File: src/rtl/core/rnsbc_pkg.sv
`default_nettype none
package rnsbc_pkg;
    localparam int WORD_BITS = 64;
    localparam int NUM_SRC = 16;
    localparam int NUM_TGT = 16;
    localparam int IDX_BITS = 4;
    localparam int CNT_BITS = 5;

    typedef logic [WORD_BITS-1:0] word_t;
    typedef logic [IDX_BITS-1:0] idx_t;

    typedef enum logic [1:0] {
        CMD_LOAD_SOURCE = 2'd0,
        CMD_LOAD_TARGET = 2'd1,
        CMD_LOAD_WEIGHT = 2'd2,
        CMD_RESIDUE     = 2'd3
    } cmd_t;

    typedef enum logic [1:0] {
        REG_SOURCE_LIMBS  = 2'd0,
        REG_TARGET_LIMBS  = 2'd1,
        REG_GROUP_SIZE    = 2'd2,
        REG_PLAIN_MODULUS = 2'd3
    } reg_idx_t;

    // modular multiply request/response between sequencer and unit
    typedef struct packed {
        logic  start;
        word_t a;
        word_t b;
        word_t m;
    } mm_req_t;

    typedef struct packed {
        logic  done;
        word_t r;
    } mm_rsp_t;

    // a + b mod m with a, b already below m (m != 0)
    function automatic word_t add_mod_red(word_t a, word_t b, word_t m);
        logic [WORD_BITS:0] s;
        begin
            s = {1'b0, a} + {1'b0, b};
            if (s >= {1'b0, m}) s = s - {1'b0, m};
            add_mod_red = s[WORD_BITS-1:0];
        end
    endfunction
endpackage
`default_nettype wire

File: src/rtl/core/rnsbc_modunit.sv
`default_nettype none
// Shared unit: bit-serial double-and-add modular multiply, plus a
// restoring reduction a mod m, one bit per cycle.
module rnsbc_modunit (
    input  wire logic             aclk,
    input  wire logic             aresetn,
    input  wire logic             red_only,
    input  rnsbc_pkg::mm_req_t    req,
    output rnsbc_pkg::mm_rsp_t    rsp
);
    import rnsbc_pkg::*;

    typedef enum logic [3:0] {
        U_IDLE = 4'b0001,
        U_RA   = 4'b0010,
        U_RB   = 4'b0100,
        U_MUL  = 4'b1000
    } ustate_t;

    ustate_t state_reg, state_next;
    logic [6:0] cnt_reg, cnt_next;
    word_t a_reg, a_next, b_reg, b_next, m_reg, m_next, r_reg, r_next;
    word_t rem_reg, rem_next;
    logic  ro_reg, ro_next;
    logic  done_reg, done_next;
    logic [WORD_BITS:0] trial;

    // restoring reduction step: shift in next bit of a_reg
    always_comb begin
        trial = {rem_reg, a_reg[WORD_BITS-1]};
    end

    always_comb begin
        state_next = state_reg;
        cnt_next = cnt_reg;
        a_next = a_reg;
        b_next = b_reg;
        m_next = m_reg;
        r_next = r_reg;
        rem_next = rem_reg;
        ro_next = ro_reg;
        done_next = 1'b0;
        case (state_reg)
            U_IDLE: begin
                if (req.start) begin
                    a_next = req.a;
                    b_next = req.b;
                    m_next = req.m;
                    ro_next = red_only;
                    rem_next = '0;
                    cnt_next = 7'(WORD_BITS);
                    if (req.m == '0) begin
                        r_next = '0;
                        done_next = 1'b1;
                    end else begin
                        state_next = U_RA;
                    end
                end
            end
            U_RA, U_RB: begin
                if (trial >= {1'b0, m_reg}) begin
                    rem_next = WORD_BITS'(trial - {1'b0, m_reg});
                end else begin
                    rem_next = trial[WORD_BITS-1:0];
                end
                a_next = {a_reg[WORD_BITS-2:0], 1'b0};
                cnt_next = cnt_reg - 7'd1;
                if (cnt_reg == 7'd1) begin
                    cnt_next = 7'(WORD_BITS);
                    if (state_reg == U_RA) begin
                        if (ro_reg) begin
                            r_next = rem_next;
                            done_next = 1'b1;
                            state_next = U_IDLE;
                        end else begin
                            // keep a mod m in r_reg, reduce b next
                            r_next = rem_next;
                            a_next = b_reg;
                            rem_next = '0;
                            state_next = U_RB;
                        end
                    end else begin
                        a_next = r_reg;
                        b_next = rem_next;
                        r_next = '0;
                        state_next = U_MUL;
                    end
                end
            end
            U_MUL: begin
                r_next = add_mod_red(r_reg, r_reg, m_reg);
                if (b_reg[WORD_BITS-1]) r_next = add_mod_red(r_next, a_reg, m_reg);
                b_next = {b_reg[WORD_BITS-2:0], 1'b0};
                cnt_next = cnt_reg - 7'd1;
                if (cnt_reg == 7'd1) begin
                    done_next = 1'b1;
                    state_next = U_IDLE;
                end
            end
            default: state_next = U_IDLE;
        endcase
    end

    always_ff @(posedge aclk) begin
        if (!aresetn) begin
            state_reg <= U_IDLE;
            done_reg <= 1'b0;
        end else begin
            state_reg <= state_next;
            done_reg <= done_next;
        end
        cnt_reg <= cnt_next;
        a_reg <= a_next;
        b_reg <= b_next;
        m_reg <= m_next;
        r_reg <= r_next;
        rem_reg <= rem_next;
        ro_reg <= ro_next;
    end

    assign rsp.done = done_reg;
    assign rsp.r = r_reg;
endmodule
`default_nettype wire

File: config.mk
export PLATFORM = sky130hd
export DESIGN_NAME = rnsbc_modunit
export DESIGN_NICKNAME = d
export VERILOG_FILES = /design/src/rtl/core/rnsbc_pkg.sv /design/src/rtl/core/rnsbc_modunit.sv
export SDC_FILE = /design/constraint.sdc
export NUM_CORES = 1
export LEC_CHECK = 0
export ABC_CLOCK_PERIOD_IN_PS = 9100
export BUFFER_PORTS_ARGS = -buffer_cell sky130_fd_sc_hd__buf_2
export CAP_MARGIN = 5
export CORE_UTILIZATION = 25
export DETAILED_ROUTE_END_ITERATION = 6
export HOLD_SLACK_MARGIN = 0.12
export SETUP_SLACK_MARGIN = 0.3
export SYNTH_ARGS = -nofsm -noshare
export SYNTH_HDL_FRONTEND = slang
export SYNTH_SLANG_ARGS = --single-unit
File: constraint.sdc
create_clock -name aclk -period 9.1 [get_ports aclk]
set_input_delay 1.82 -clock aclk [delete_from_list [all_inputs] [get_ports aclk]]
set_output_delay 1.82 -clock aclk [all_outputs]
set_load 0.01 [all_outputs]
==> flow_metrics.tcl <==
set metrics [dict create \
    dp_hpwl_um 135000 \
    hold_viol_final 0 \
    syn_area_mm2 0.0319 \
    drv_cap 0 \
    wl_um 168000 \
    reg2reg_slack_ns 0.05 \
    synthArstFlopShare 0 \
    stdcell_count 6441 \
    nNetsFinal 5213 \
    io_pins 261 \
    wire_per_inst_um 26.1 \
    finalCritPeriodShare 0.995 \
    max-slew-margin-rel 0.157 \
    maxSlewViolCount 0 \
    post_synth.cell_area_avg_um2 8.51 \
    clk_pin_slew_ns 0.07 \
    required_ns 9.42 \
    synth_warnings 0 \
    synth_flop_cell "edfxtp_1" \
    synthCells 3751 \
    cts_tree "done" \
    drive_gt1_frac 0.330 \
    syn_to_final_growth_pct 40.6 \
    status "finished clean" \
    grt_usage 0.247 \
    synth_edf_count 328 \
    setup.worst_path.start_class "register" \
    final_cell_mix "buf_4, edfxtp_1, nand2_1, a21oi_1, nor2_1" \
    cp.arrival_ns 9.38 \
    vias 35649 \
    critPathKind "register to register" \
    clock_sinks 333 \
    fmax_ghz 0.110 \
    setup_viol 0 \
    syn_nets 4209 \
    clock-root-buffer "clkbuf_16" \
    initial_core_util 0.253 \
    yosysUniqueCellTypes 104 \
    htree_levels 2 \
    worst_path_most_repeated_cell "buf_4" \
    first_global_vias 34482 \
    finalInstanceArea_mm2 0.0449 \
    grt_overflow 0 \
    path_max_fanout 8 \
    core-area_mm2 0.126 \
    fin_worst_skew_ns 0.0242 \
    drt_iter0_markers 3484 \
    grt_max_degree 129 \
    crit_path_end_kind "register" \
    placed_cells 6274 \
    clock_path_buffers 3 \
    grt_setup_unrepaired "true" \
    critPathMaxStageDelay_ns 0.46 \
    seq_area_frac_synth 0.312 \
    drcViolationCount 0 \
    hold_slack_ns 0.599 \
    worst_pin_slew_ns 1.23 \
    drtPass1Iterations 6 \
    routed_via_density 5.53 \
    ys_ff_latch 333 \
    ant_nets 0 \
    worstHoldPathType "register to register" \
    antenna_found_initial 22 \
    grt_pass1_wl_um 237000 \
    num_rows 130 \
    gp_congestion 1.03 \
    layout_min_cycle_time_ns 9.05 \
    dieArea_mm2 0.129 \
    io_buffers 260 \
    dieWidth_um 359 \
    cts_buffers 42 \
    num-fill-cells 13070 \
    final_common_cell "buf_4" \
    crit_slowest_cell "or4_4" \
    clk_latency_ns 0.62 \
    dieHeight_um 359 \
    hold_buffers 0 \
    dpl-instance-area_mm2 0.0408 \
]
-- synthesized netlist by cell type, types with 39 or more instances --
cell,n,share of area
buf_2,39,0.0061
edfxtp_1,328,0.31
a21oi_1,324,0.051
ha_1,258,0.10
xor2_1,84,0.023
o21ai_1,40,0.0063
o21bai_1,57,0.013
xnor2_1,153,0.042
a21o_1,133,0.031
nand2_1,349,0.041
nor2_1,293,0.034
nand3_1,58,0.0091
nor3_1,53,0.0083
nand4_1,77,0.015
a22oi_1,192,0.045
a31oi_1,56,0.011
clkbuf_1,151,0.018
mux2_2,57,0.020
o21ai_0,325,0.051
inv_1,149,0.018
-- path summary, 6_finish.rpt --
path,startpoint,endpoint,depth (start not counted)
setup / recovery,r_reg[0],r_reg[59],43
hold / removal,b_reg[48],b_reg[49],2
setup reg to reg,r_reg[0],r_reg[59],43
hold reg to reg,b_reg[48],b_reg[49],2
-- per-stage QoR --
step	setup WS (ns)	utilization	setup TNS, ns
finish	0.0478	0.356	0
global placement	-0.932	0.324	-24.13
global route	-0.0503	0.356	-0.214
floorplan	1.11	-	0
detailed placement	-1.11	0.324	-31.05
CTS	0.173	0.347	0
-- layer usage --
layer | track usage | routed length [µm] | vias to the layer above
met4 | 0.103 | 8560 | 24
met2 | 0.395 | 74900 | 1645
li1 | - | - | 16217
met5 | 0 | 146 | -
met1 | 0.331 | 71200 | 17418
met3 | 0.0356 | 13300 | 345
-- cell families after synthesis --
kind of cell	count (synthesis)	share of synthesized area
AOI/OAI and AO/OA	1426	0.290
xor gates and xnor gates	237	0.0650
adders and majority gates	262	0.104
buffers and inverters	358	0.0456
DFF	333	0.312
muxes	95	0.0322
and+or+nand+nor	1040	0.153
-- critical path, delay by kind of cell, from the launching register on --
family,cells,cell delay (ns)
xor+xnor,1,0.16
fa+ha+maj,3,0.85
mux,1,0.34
flops,1,0.45
buf+inv,11,1.65
simple gates,12,2.60
compound gates,15,2.66
-- timing repair --
| item | CTS | global route |
|---|---|---|
| setup endpoints to repair | 64 | 64 |
| gates resized for setup | 187 | 223 |
| pin swaps | 61 | 73 |
| setup buffers | 53 | 26 |
| gates cloned | 3 | 5 |
-- cell type report --
cell class	instances	area (µm²)	area share
Clock inverter	26	275	0.00613
Timing Repair Buffer	1168	8660	0.193
Clock buffer	50	1100	0.0245
Multi-Input combinational cell	3060	22300	0.496
Tap cell	1650	2060	0.0460
Antenna cell	4	10.0	0.000223
Sequential cell	333	9950	0.222
Inverter	150	563	0.0125
Power is not shown: default switching activity piles up to over one toggle a cycle in this logic, so the estimate is an artifact.
